===== src/rtl/hdlp_pkg.sv =====
`timescale 1ns / 1ps
// ----------------------------------------------------------------------------
// hdlp_pkg: shared types and constants
// Transaction payloads, parse state and character codes for the literal parser.
// ----------------------------------------------------------------------------
package hdlp_pkg;

   typedef struct packed {
      logic [7:0] char_code;
      logic       last_char;
   } req_type;

   typedef struct packed {
      logic [63:0] value;
      logic        ok;
      logic        was_hex;
   } rsp_type;

   typedef struct packed {
      logic [1:0]  char_position;
      logic        hex_mode;
      logic [63:0] accumulator;
      logic        digit_seen;
      logic        invalid_seen;
   } parse_state_type;

   localparam parse_state_type PARSE_STATE_RESET = '0;

   // character position saturates here
   localparam logic [1:0] POS_FIRST  = 2'd0;
   localparam logic [1:0] POS_SECOND = 2'd1;
   localparam logic [1:0] POS_SAT    = 2'd2;

   localparam logic [7:0] CHAR_ZERO       = 8'h30;
   localparam logic [7:0] CHAR_NINE       = 8'h39;
   localparam logic [7:0] CHAR_UPPER_A    = 8'h41;
   localparam logic [7:0] CHAR_UPPER_F    = 8'h46;
   localparam logic [7:0] CHAR_LOWER_A    = 8'h61;
   localparam logic [7:0] CHAR_LOWER_F    = 8'h66;
   localparam logic [7:0] CHAR_UPPER_X    = 8'h58;
   localparam logic [7:0] CHAR_LOWER_X    = 8'h78;
   localparam logic [7:0] CHAR_UNDERSCORE = 8'h5F;

   localparam logic [35:0] DEC_LIMIT      = 36'd2147483647;
   localparam logic [63:0] DEC_LIMIT_WIDE = 64'd2147483647;

endpackage


===== src/rtl/hdlp_step.sv =====
`timescale 1ns / 1ps
// ----------------------------------------------------------------------------
// hdlp_step: one-character parse step
// Next parse state and the result a final character would produce.
// ----------------------------------------------------------------------------
module hdlp_step (
   input  hdlp_pkg::parse_state_type state_cur,
   input  logic [7:0]                char_code,
   output hdlp_pkg::parse_state_type state_nxt,
   output hdlp_pkg::rsp_type         result
);
   import hdlp_pkg::*;

   logic        prefix_x;
   logic        take_prefix;
   logic        is_dec;
   logic        is_upper_hex;
   logic        is_lower_hex;
   logic        is_hex;
   logic [3:0]  hex_val;
   logic [35:0] acc_narrow;
   logic [35:0] dec_next;
   logic        ok;

   always_comb begin
      prefix_x     = (char_code == CHAR_LOWER_X) || (char_code == CHAR_UPPER_X);
      take_prefix  = !state_cur.hex_mode && (state_cur.char_position == POS_SECOND) &&
                     prefix_x && state_cur.digit_seen &&
                     (state_cur.accumulator == 64'd0) && !state_cur.invalid_seen;
      is_dec       = (char_code >= CHAR_ZERO) && (char_code <= CHAR_NINE);
      is_upper_hex = (char_code >= CHAR_UPPER_A) && (char_code <= CHAR_UPPER_F);
      is_lower_hex = (char_code >= CHAR_LOWER_A) && (char_code <= CHAR_LOWER_F);
      is_hex       = is_dec || is_upper_hex || is_lower_hex;
      // letters: low nibble 1..6 maps to 10..15
      hex_val      = is_dec ? char_code[3:0] : (char_code[3:0] + 4'd9);

      // decimal mode keeps the accumulator within 31 bits: x10 via shifts
      acc_narrow   = {4'd0, state_cur.accumulator[31:0]};
      dec_next     = (acc_narrow << 3) + (acc_narrow << 1) + {32'd0, char_code[3:0]};

      state_nxt = state_cur;
      state_nxt.char_position = (state_cur.char_position == POS_SAT) ?
                                POS_SAT : (state_cur.char_position + 2'd1);

      priority if (take_prefix) begin
         state_nxt.hex_mode    = 1'b1;
         state_nxt.accumulator = 64'd0;
         state_nxt.digit_seen  = 1'b0;
      end else if (char_code == CHAR_UNDERSCORE) begin
         state_nxt.invalid_seen = state_cur.invalid_seen;
      end else if (state_cur.hex_mode) begin
         priority if (!is_hex) begin
            state_nxt.invalid_seen = 1'b1;
         end else if (|state_cur.accumulator[63:60]) begin
            state_nxt.invalid_seen = 1'b1;
            state_nxt.digit_seen   = 1'b1;
         end else begin
            state_nxt.accumulator = {state_cur.accumulator[59:0], hex_val};
            state_nxt.digit_seen  = 1'b1;
         end
      end else if (is_dec) begin
         state_nxt.digit_seen = 1'b1;
         if (dec_next > DEC_LIMIT) begin
            state_nxt.invalid_seen = 1'b1;
         end else begin
            state_nxt.accumulator = {32'd0, dec_next[31:0]};
         end
      end else begin
         state_nxt.invalid_seen = 1'b1;
      end

      ok             = state_nxt.digit_seen && !state_nxt.invalid_seen;
      result.value   = ok ? state_nxt.accumulator : 64'd0;
      result.ok      = ok;
      result.was_hex = state_nxt.hex_mode;
   end

endmodule


===== src/rtl/hdlp_out_buf.sv =====
`timescale 1ns / 1ps
// ----------------------------------------------------------------------------
// hdlp_out_buf: result skid buffer
// Output register plus one skid entry; keeps ready off the downstream path.
// ----------------------------------------------------------------------------
module hdlp_out_buf (
   input  logic              clock,
   input  logic              reset,
   input  logic              push,
   input  hdlp_pkg::rsp_type push_data,
   output logic              can_push,
   output logic              rsp_valid,
   input  logic              rsp_ready,
   output hdlp_pkg::rsp_type rsp_data
);
   import hdlp_pkg::*;

   logic    main_valid_ff;
   logic    main_valid_in;
   rsp_type main_ff;
   logic    skid_valid_ff;
   logic    skid_valid_in;
   rsp_type skid_ff;

   assign can_push  = !skid_valid_ff;
   assign rsp_valid = main_valid_ff;
   assign rsp_data  = main_ff;

   always_comb begin
      main_valid_in = main_valid_ff;
      skid_valid_in = skid_valid_ff;
      if (main_valid_ff && !rsp_ready) begin
         if (push) begin
            skid_valid_in = 1'b1;
         end
      end else if (skid_valid_ff) begin
         main_valid_in = 1'b1;
         skid_valid_in = 1'b0;
      end else begin
         main_valid_in = push;
      end
   end

   always_ff @(posedge clock) begin
      if (reset) begin
         main_valid_ff <= 1'b0;
         skid_valid_ff <= 1'b0;
      end else begin
         main_valid_ff <= main_valid_in;
         skid_valid_ff <= skid_valid_in;
      end
   end

   always_ff @(posedge clock) begin
      if (main_valid_ff && !rsp_ready) begin
         if (push) begin
            skid_ff <= push_data;
         end
      end else if (skid_valid_ff) begin
         main_ff <= skid_ff;
      end else if (push) begin
         main_ff <= push_data;
      end
   end

`ifndef ASSERT_OFF
   a_skid_needs_main: assert property (@(posedge clock) disable iff (reset)
      skid_valid_ff |-> main_valid_ff)
      else $error("skid entry held without a result in the output register");
   a_no_push_when_full: assert property (@(posedge clock) disable iff (reset)
      push |-> can_push)
      else $error("result pushed while skid entry occupied");
   a_drain_skid: assert property (@(posedge clock) disable iff (reset)
      (skid_valid_ff && rsp_ready) |=> !skid_valid_ff)
      else $error("skid entry not moved on after output taken");
`endif

endmodule


===== src/rtl/hex_or_decimal_literal_parser.sv =====
`timescale 1ns / 1ps
// ----------------------------------------------------------------------------
// hex_or_decimal_literal_parser: streaming number literal parser
// Takes ASCII characters one per transaction, returns one result per literal.
// ----------------------------------------------------------------------------
// Usage:
//   req_ channel: one character per transaction (char_code, last_char). A
//     literal is any run of characters ending in one with last_char set.
//   rsp_ channel: one transaction per literal, on its last character:
//     value, ok and was_hex. A failed parse returns ok 0 and value 0.
//   "0x"/"0X" as the first two characters selects hex (up to 64 bits);
//     otherwise decimal, capped at 2147483647. Underscores are skipped.
//   Result path: the parse step lies between the input register and the
//     result register, which drives rsp_valid and rsp_data.
//   Throughput: one character per cycle, unless a final character is
//     stalled; the parse step (a x10 shift-add or a 4-bit shift) lies
//     between the input register and the parse state register.
//   Reset: synchronous, clears the parse state and empties all stages.
//   Stall: a result waits in the output register, with one skid entry
//     behind it; characters keep flowing, and only a final character
//     stalls when both the output register and the skid entry are full.
// ----------------------------------------------------------------------------
module hex_or_decimal_literal_parser (
   input  logic              clock,
   input  logic              reset,
   input  logic              req_valid,
   output logic              req_ready,
   input  hdlp_pkg::req_type req_data,
   output logic              rsp_valid,
   input  logic              rsp_ready,
   output hdlp_pkg::rsp_type rsp_data
);
   import hdlp_pkg::*;

   // input register
   logic            in_valid_ff;
   logic            in_valid_in;
   req_type         in_data_ff;

   // parse state, carried across the characters of one literal
   parse_state_type state_ff;
   parse_state_type state_in;
   parse_state_type state_nxt;

   rsp_type         step_result;
   logic            buf_can_push;
   logic            step_fire;
   logic            result_push;
   logic            req_accept;

   hdlp_step u_step (
      .state_cur (state_ff),
      .char_code (in_data_ff.char_code),
      .state_nxt (state_nxt),
      .result    (step_result)
   );

   // A final character may only advance when the result buffer has room.
   assign step_fire   = in_valid_ff && (!in_data_ff.last_char || buf_can_push);
   assign result_push = step_fire && in_data_ff.last_char;
   assign req_ready   = !in_valid_ff || step_fire;
   assign req_accept  = req_valid && req_ready;

   always_comb begin
      in_valid_in = in_valid_ff;
      if (req_accept) begin
         in_valid_in = 1'b1;
      end else if (step_fire) begin
         in_valid_in = 1'b0;
      end
      state_in = state_ff;
      if (step_fire) begin
         // state returns to its reset value after each literal
         state_in = in_data_ff.last_char ? PARSE_STATE_RESET : state_nxt;
      end
   end

   always_ff @(posedge clock) begin
      if (reset) begin
         in_valid_ff <= 1'b0;
         state_ff    <= PARSE_STATE_RESET;
      end else begin
         in_valid_ff <= in_valid_in;
         state_ff    <= state_in;
      end
   end

   always_ff @(posedge clock) begin
      if (req_accept) begin
         in_data_ff <= req_data;
      end
   end

   hdlp_out_buf u_out_buf (
      .clock     (clock),
      .reset     (reset),
      .push      (result_push),
      .push_data (step_result),
      .can_push  (buf_can_push),
      .rsp_valid (rsp_valid),
      .rsp_ready (rsp_ready),
      .rsp_data  (rsp_data)
   );

`ifndef ASSERT_OFF
   a_dec_bound: assert property (@(posedge clock) disable iff (reset)
      !state_ff.hex_mode |-> (state_ff.accumulator <= DEC_LIMIT_WIDE))
      else $error("decimal accumulator above limit");
   a_clear_after_last: assert property (@(posedge clock) disable iff (reset)
      result_push |=> (state_ff == PARSE_STATE_RESET))
      else $error("parse state not cleared after final character");
   a_fail_zero: assert property (@(posedge clock) disable iff (reset)
      (rsp_valid && !rsp_data.ok) |-> (rsp_data.value == 64'd0))
      else $error("failed parse returned a non-zero value");
   a_pos_sat: assert property (@(posedge clock) disable iff (reset)
      state_ff.char_position != 2'd3)
      else $error("character position beyond saturation");
`endif

endmodule

===== config.mk =====
export PLATFORM = sky130hd
export DESIGN_NAME = hex_or_decimal_literal_parser
export DESIGN_NICKNAME = d
export VERILOG_FILES = /design/src/rtl/hdlp_pkg.sv /design/src/rtl/hdlp_step.sv /design/src/rtl/hdlp_out_buf.sv /design/src/rtl/hex_or_decimal_literal_parser.sv
export SDC_FILE = /design/constraint.sdc
export NUM_CORES = 1
export LEC_CHECK = 0
export BUFFER_PORTS_ARGS = -buffer_cell sky130_fd_sc_hd__buf_2
export CORE_MARGIN = 2
export CORE_UTILIZATION = 54
export DETAILED_ROUTE_END_ITERATION = 10
export PLACE_DENSITY = 0.72
export SYNTH_ARGS = -nofsm -noshare
export SYNTH_HDL_FRONTEND = slang
export SYNTH_SLANG_ARGS = --single-unit

===== constraint.sdc =====
create_clock -name clock -period 5.8 [get_ports clock]
set_input_delay 1.16 -clock clock [delete_from_list [all_inputs] [get_ports clock]]
set_output_delay 1.16 -clock clock [all_outputs]
set_load 0.03 [all_outputs]

# After elaboration in Yosys (flattened, before gate mapping)
# Cells that the tools add are included.
[op_classes]
add_sub_neg = 4
n_lt_le_gt_ge = 7
reduce_logical = 32
muxes = 23
bitwise_logic = 1
n_eq_ne = 5
[ops]
columns = ["cell", "count"]
rows = [
  ["65-bit 2-to-1 mux", 4],
  ["66-bit 2-to-1 mux", 3],
  ["64-bit 2-to-1 mux", 3],
  ["69-bit 2-to-1 mux", 1],
  ["64-bit zero test", 1],
  ["35-bit by 33-bit adder with 36-bit output", 1],
  ["36-bit by 4-bit adder with 36-bit output", 1],
  ["36-bit by 31-bit greater-than comparator with 1-bit output, second input constant", 1],
  ["8-bit by 7-bit equality test with 1-bit output, second input constant", 3],
  ["8-bit by 7-bit >= comparator with 1-bit output, second input constant", 2],
  ["8-bit by 7-bit less-or-equal comparator with 1-bit output, second input constant", 2],
  ["1-bit logical AND", 13],
  ["1-bit 2-to-1 mux", 10],
  ["8-bit by 6-bit >= comparator with 1-bit output, second input constant", 1],
  ["8-bit by 6-bit less-or-equal comparator with 1-bit output, second input constant", 1],
  ["1-bit zero test", 7],
  ["1-bit logical OR", 5],
  ["4-bit adder, second input constant", 1],
  ["4-bit 2-to-1 mux", 1],
  ["2-bit AND reduction", 2],
  ["2-bit nonzero test", 2],
  ["4-bit OR reduction", 1],
  ["2-bit by 1-bit adder with 2-bit output, second input constant", 1],
  ["2-bit by 1-bit equality test with 1-bit output, second input constant", 1],
  ["4 further kinds", 4],
]
[totals]
input_bits = 13
word_cells = 88
out_inout_bits = 68
regBits = 213

# Depth between registers and ports, before layout
[logic_depth]
depth_word = 13
ltp_mapped = 16
ltp_nobuf = 15

# Hierarchy
# From an unflattened synthesis, not the netlist that was laid out.
[unflattened]
cells_unflattened = 1311
hier_area_um2 = 13031.2
[modules_own_cells]
columns = ["module", "cells_per_inst", "area_per_inst_um2", "seq_area_each_um2", "instances"]
rows = [
  ["hdlp_step", 771, 5293.8, 0.0, 1],
  ["hdlp_out_buf", 216, 4918.5, 4003.8, 1],
  ["hex_or_decimal_literal_parser", 324, 2819.0, 1671.6, 1],
]

# Worst setup path before layout
# Ideal clock, no wire load.
[synth_timing]
kind = "input-to-reg"
start = "input port rsp_ready"
end = "register u_out_buf.main_ff (netlist bit u_out_buf.rsp_data[0]), enable pin"
required_ns = 5.288
arrival_ns = 4.427
setup_time_ns = 0.512
path_buffers = 0
path_stages = 2
setup_slack_ns = 0.861
cell_sequence = "inv_1 a21oi_1"
[synth_between]
elab_chain_cells = 4
[synth_lines]
columns = ["element", "line", "rtl"]
rows = [
  ["start: declaration", "hex_or_decimal_literal_parser.sv:30", "input logic rsp_ready,"],
  ["1-bit zero test", "hdlp_out_buf.sv:55", "if (main_valid_ff && !rsp_ready) begin"],
  ["1-bit logical AND", "hdlp_out_buf.sv:55", ""],
  ["1-bit inverter (no line)", "--", ""],
  ["2-bit AND reduction (no line)", "--", ""],
  ["end signal: assignment", "hdlp_out_buf.sv:60", "main_ff <= skid_ff;"],
  ["end signal: assignment", "hdlp_out_buf.sv:62", "main_ff <= push_data;"],
  ["end: declaration", "hdlp_out_buf.sv:20", "rsp_type main_ff;"],
]
# No other way between the ends.
# A chain may end at the register's enable or synchronous reset.

# Worst setup path after layout
[layout_timing]
start = "register in_data_ff[4] (netlist bit)"
end = "register u_out_buf.main_ff (netlist bit u_out_buf.rsp_data[21]) (data pin)"
[layout_between]
elab_chain_cells = 13
elab_cells_between_ends = 37
cone_classes = "1 x add/sub; 7 x order compare; 3 x eq/ne; 14 x mux; 12 x reduce/logical"
[layout_lines]
columns = ["element", "line", "rtl"]
rows = [
  ["start: declaration", "hex_or_decimal_literal_parser.sv:38", "req_type in_data_ff;"],
  ["start signal: assignment", "hex_or_decimal_literal_parser.sv:90", "in_data_ff <= req_data;"],
  ["parallel branches: the longest is 10 deep, another holds 36-bit by 4-bit adder with 36-bit output", "--", ""],
  ["64-bit 2-to-1 mux *", "hdlp_step.sv:73", "result.value = ok ? state_nxt.accumulator : 64'd0;"],
  ["66-bit 2-to-1 mux *", "hdlp_out_buf.sv:61", "end else if (push) begin"],
  ["66-bit 2-to-1 mux *", "hdlp_out_buf.sv:59", "end else if (skid_valid_ff) begin"],
]
# Mark *: on every way between the ends. The select of a mux whose other input is x is not followed.

==> run_results.csv <==
group,metric,value,unit
timing,min_period_over_period,86.83,%
placed_design,globalplace.congestion,0.9576,
clocking,cts-resized-gates,0,
timing,worst_slew_pin_slew,926.1,ps
timing,setup_ws,764.1,ps
route,postRouteAntennaNets,0,
pwr,ir_drop,0.0001560,V
critical_path,reg2reg_setup_slack,760,ps
critical_path,end_kind,"flop",
critical_path,r2r-start,"in_data_ff[4]",
route,vias,9229,
worst_hold_path,min_from,"state_ff[68]",
timing,fin_crit,5036,ps
floorplan,die-area,0.02288,mm2
critical_path,crit_path_start_kind,"flop",
floorplan,rows,53,
logic_synthesis,ys.flop_type,"edfxtp_1",
route,viasPerCell,6.215,
worst_hold_path,hp-class,"reg2reg",
timing,fin_tns_setup,0,ps
clocking,tritoncts,"built",
status,status,"complete, no violations",
logic_synthesis,synth_edf_count,141,
critical_path,critPathRequiredTime,6040,ps
logic_synthesis,synth.area.mux_share,4.873,%
critical_path,critical_path_class,"reg2reg",
timing,slew_headroom,37.69,%
critical_path,startpoint,"in_data_ff[4]",
grt,grt_start_max_net_pins,51,
timing,fmax,198.6,MHz
logic_synthesis,ys_ff_latch,213,
floorplan,initial_core_util,55.35,%
route,routedWlPerCell,20.22,um
critical_path,ff2ff_path_depth,14,
clocking,clk_latency,520,ps
clocking,cts.htree.levels,1,
critical_path,worst-path-max-fanout,20,
timing,clock_skew,32.44,ps
logic_synthesis,synth-compound-area-share,20.03,%
placed_design,dp_hpwl,21.11,mm
finish,final_cell_mix,"175 x nand2_1, 141 x edfxtp_1, 90 x a21oi_1, 80 x buf_2, 76 x nor2_1",
grt,grtUsageTotal,26.09,%
logic_synthesis,syn_inst,1136,
critical_path,r2r_end,"u_out_buf.rsp_data[21]",
floorplan,coreArea,0.02115,mm2
clocking,cts_setup_buffers,0,
clocking,cts.hold.buffers_added,0,
clocking,clock_sinks,213,
clocking,numCtsBuffers,22,
floorplan,die_w,151.3,um
logic_synthesis,syn-num-nets,1220,
critical_path,crit_end,"u_out_buf.rsp_data[21]",
grt,grt_pass1_wl,46.91,mm
floorplan,die_h,151.3,um
run,maxCapViolations,0,
logic_synthesis,yosys.area_share.simple,13.53,%
route,finalWirelength,30.03,mm
timing,timing.final.hold_violations,0,
logic_synthesis,synth_warnings,0,
route,route.detailed.drc,0,
logic_synthesis,synth_area_per_cell,10.31,um2
route,drt_pass1_iterations,5,
pwr,p_per_area,242.8,mW/mm2
logic_synthesis,ys_seq_area_share,48.47,%
timing,rsz0062_at_grt,"false",
grt,grt_overflow,0,
floorplan,num_io_pins,81,
critical_path,arrival,5280,ps
logic_synthesis,synth_xor_area_share,2.169,%
finish,drive_gt1_share,17.02,%
placed_design,place_ws,850.8,ps
logic_synthesis,synthArstFlopShare,0,%
grt,grt_pass1_vias,8419,
logic_synthesis,synthDistinctLibCells,84,
placed_design,port_buffers,80,
logic_synthesis,synth_top_family_by_area,"compound AO/OA/AOI/OAI gates",
finish,area_growth,11.33,%
grt,antenna_found_initial,0,
pwr,power.leakage,4.987,nW
timing,slew_viol_final,0,
finish,mostFrequentLayoutCell,"nand2_1",
logic_synthesis,netlist_area,0.01171,mm2
finish,antenna_cells,0,
clocking,cts_root_buf,"clkbuf_16",
clocking,cts.clk_slew.worst_paths,60,ps
clocking,clock_path_buffers,3,
route,drt_iter0_markers,823,
timing,finalSetupViolCount,0,
logic_synthesis,synthAdderAreaFrac,7.715,%
finish,final_net_count,1278,
worst min-delay path by stage:
stage	endpoint	slack, ps	cells after the start
after floorplan	state_ff[68]	430	2
after global placement	state_ff[68]	440	2
after detailed placement	state_ff[68]	450	2
after CTS	state_ff[68]	460	2
after global routing	state_ff[68]	490	2
final	state_ff[68]	460	2
synth_stat cells (4+ instances only):
cell,instances,area (um2)
a211oi_1,11,82.58
a21boi_0,5,37.54
a21o_1,20,150.1
a21oi_1,91,455.4
a221oi_1,8,70.07
a221oi_2,9,135.1
a22o_1,33,289.0
a31oi_1,12,75.07
a32o_1,5,50.05
and2_1,18,112.6
and3_1,5,31.28
buf_2,15,75.07
buf_6,4,45.04
clkbuf_1,40,150.1
dfxtp_1,72,1441
edfxtp_1,141,4234
ha_1,69,863.3
inv_1,20,75.07
mux2_2,39,439.2
mux2i_1,12,120.1
nand2_1,175,656.9
nand3_1,7,35.03
nand4_1,12,75.07
nor2_1,77,289.0
nor3_1,9,45.04
nor4_1,16,100.1
o211ai_1,7,52.55
o21a_1,6,45.04
o21ai_0,49,245.2
o21ai_1,39,195.2
o31ai_1,7,52.55
or3_1,4,25.02
xnor2_1,20,175.2
xor2_1,9,78.83
layout make-up:
cell class | instances | area (um2)
Fill cell | 1716 | 8119
Multi-Input combinational cell | 838 | 5680
Sequential cell | 213 | 5675
Clock buffer | 29 | 606.8
Timing Repair Buffer | 96 | 520.5
Tap cell | 275 | 344.1
Clock inverter | 11 | 120.1
Inverter | 23 | 87.58
stage by stage:
stage                     area [um2]  total power, W  hold WS (ps)  util (%)  instances
after floorplan                11710        0.001746         431.9         -       1136
after global placement         12310        0.001775         438.8     58.18       1445
after detailed placement       12310        0.001777         451.7     58.18       1445
after CTS                      13040        0.003177         461.6     61.62       1485
after global routing           13040        0.003246         487.4     61.62       1485
final                          13040        0.003165         456.1     61.62       1485
where the power goes:
| group | switching [W] | leakage [nW] | internal, W | total (W) |
|---|---|---|---|---|
| logic | 0.0000793 | 2.76 | 0.0000292 | 0.000109 |
| registers | 0.0000123 | 1.87 | 0.00162 | 0.00164 |
| clock network | 0.000590 | 0.358 | 0.000830 | 0.00142 |
| total | 0.000681 | 4.99 | 0.00248 | 0.00316 |
worst max-delay path: stages (launching register included):
cell and delay [ps]:
edfxtp_1 500, inv_1 110, fa_1 540, inv_1 70, fa_1 480, a211o_1 340, a211oi_2 370, nor4_2 110
o2111ai_2 200, a211oi_1 120, nor3_1 320, o211a_1 730, o21ai_1 290, a221oi_1 460, o21ai_1 100
cells by family after synthesis:
family / Yosys count
buffers and inverters: 85
XOR/XNOR: 29
flip-flops: 213
multiplexers: 52
AO/OA/AOI/OAI: 339
adder cells (fa/ha/maj): 71
AND/OR/NAND/NOR: 347
per-layer routing:
layer	share of wire, %	up-vias	track usage (%)
met1	46	4447	39.99
met5	0	-	0
met2	44	387	39.05
met4	2.2	0	7.009
met3	8.0	43	3.042
li1	-	4352	-
state kept, by name (all words and copies together) (netlist names):
| name | cells |
|---|---|
| in_valid_ff | 1 |
| state_ff | 69 |
| u_out_buf.rsp_valid | 1 |
| in_data_ff | 9 |
| u_out_buf.skid_valid_ff | 1 |
| u_out_buf.rsp_data | 66 |
| u_out_buf.skid_ff | 66 |
No activity file was read; power rests on OpenSTA's default activity.
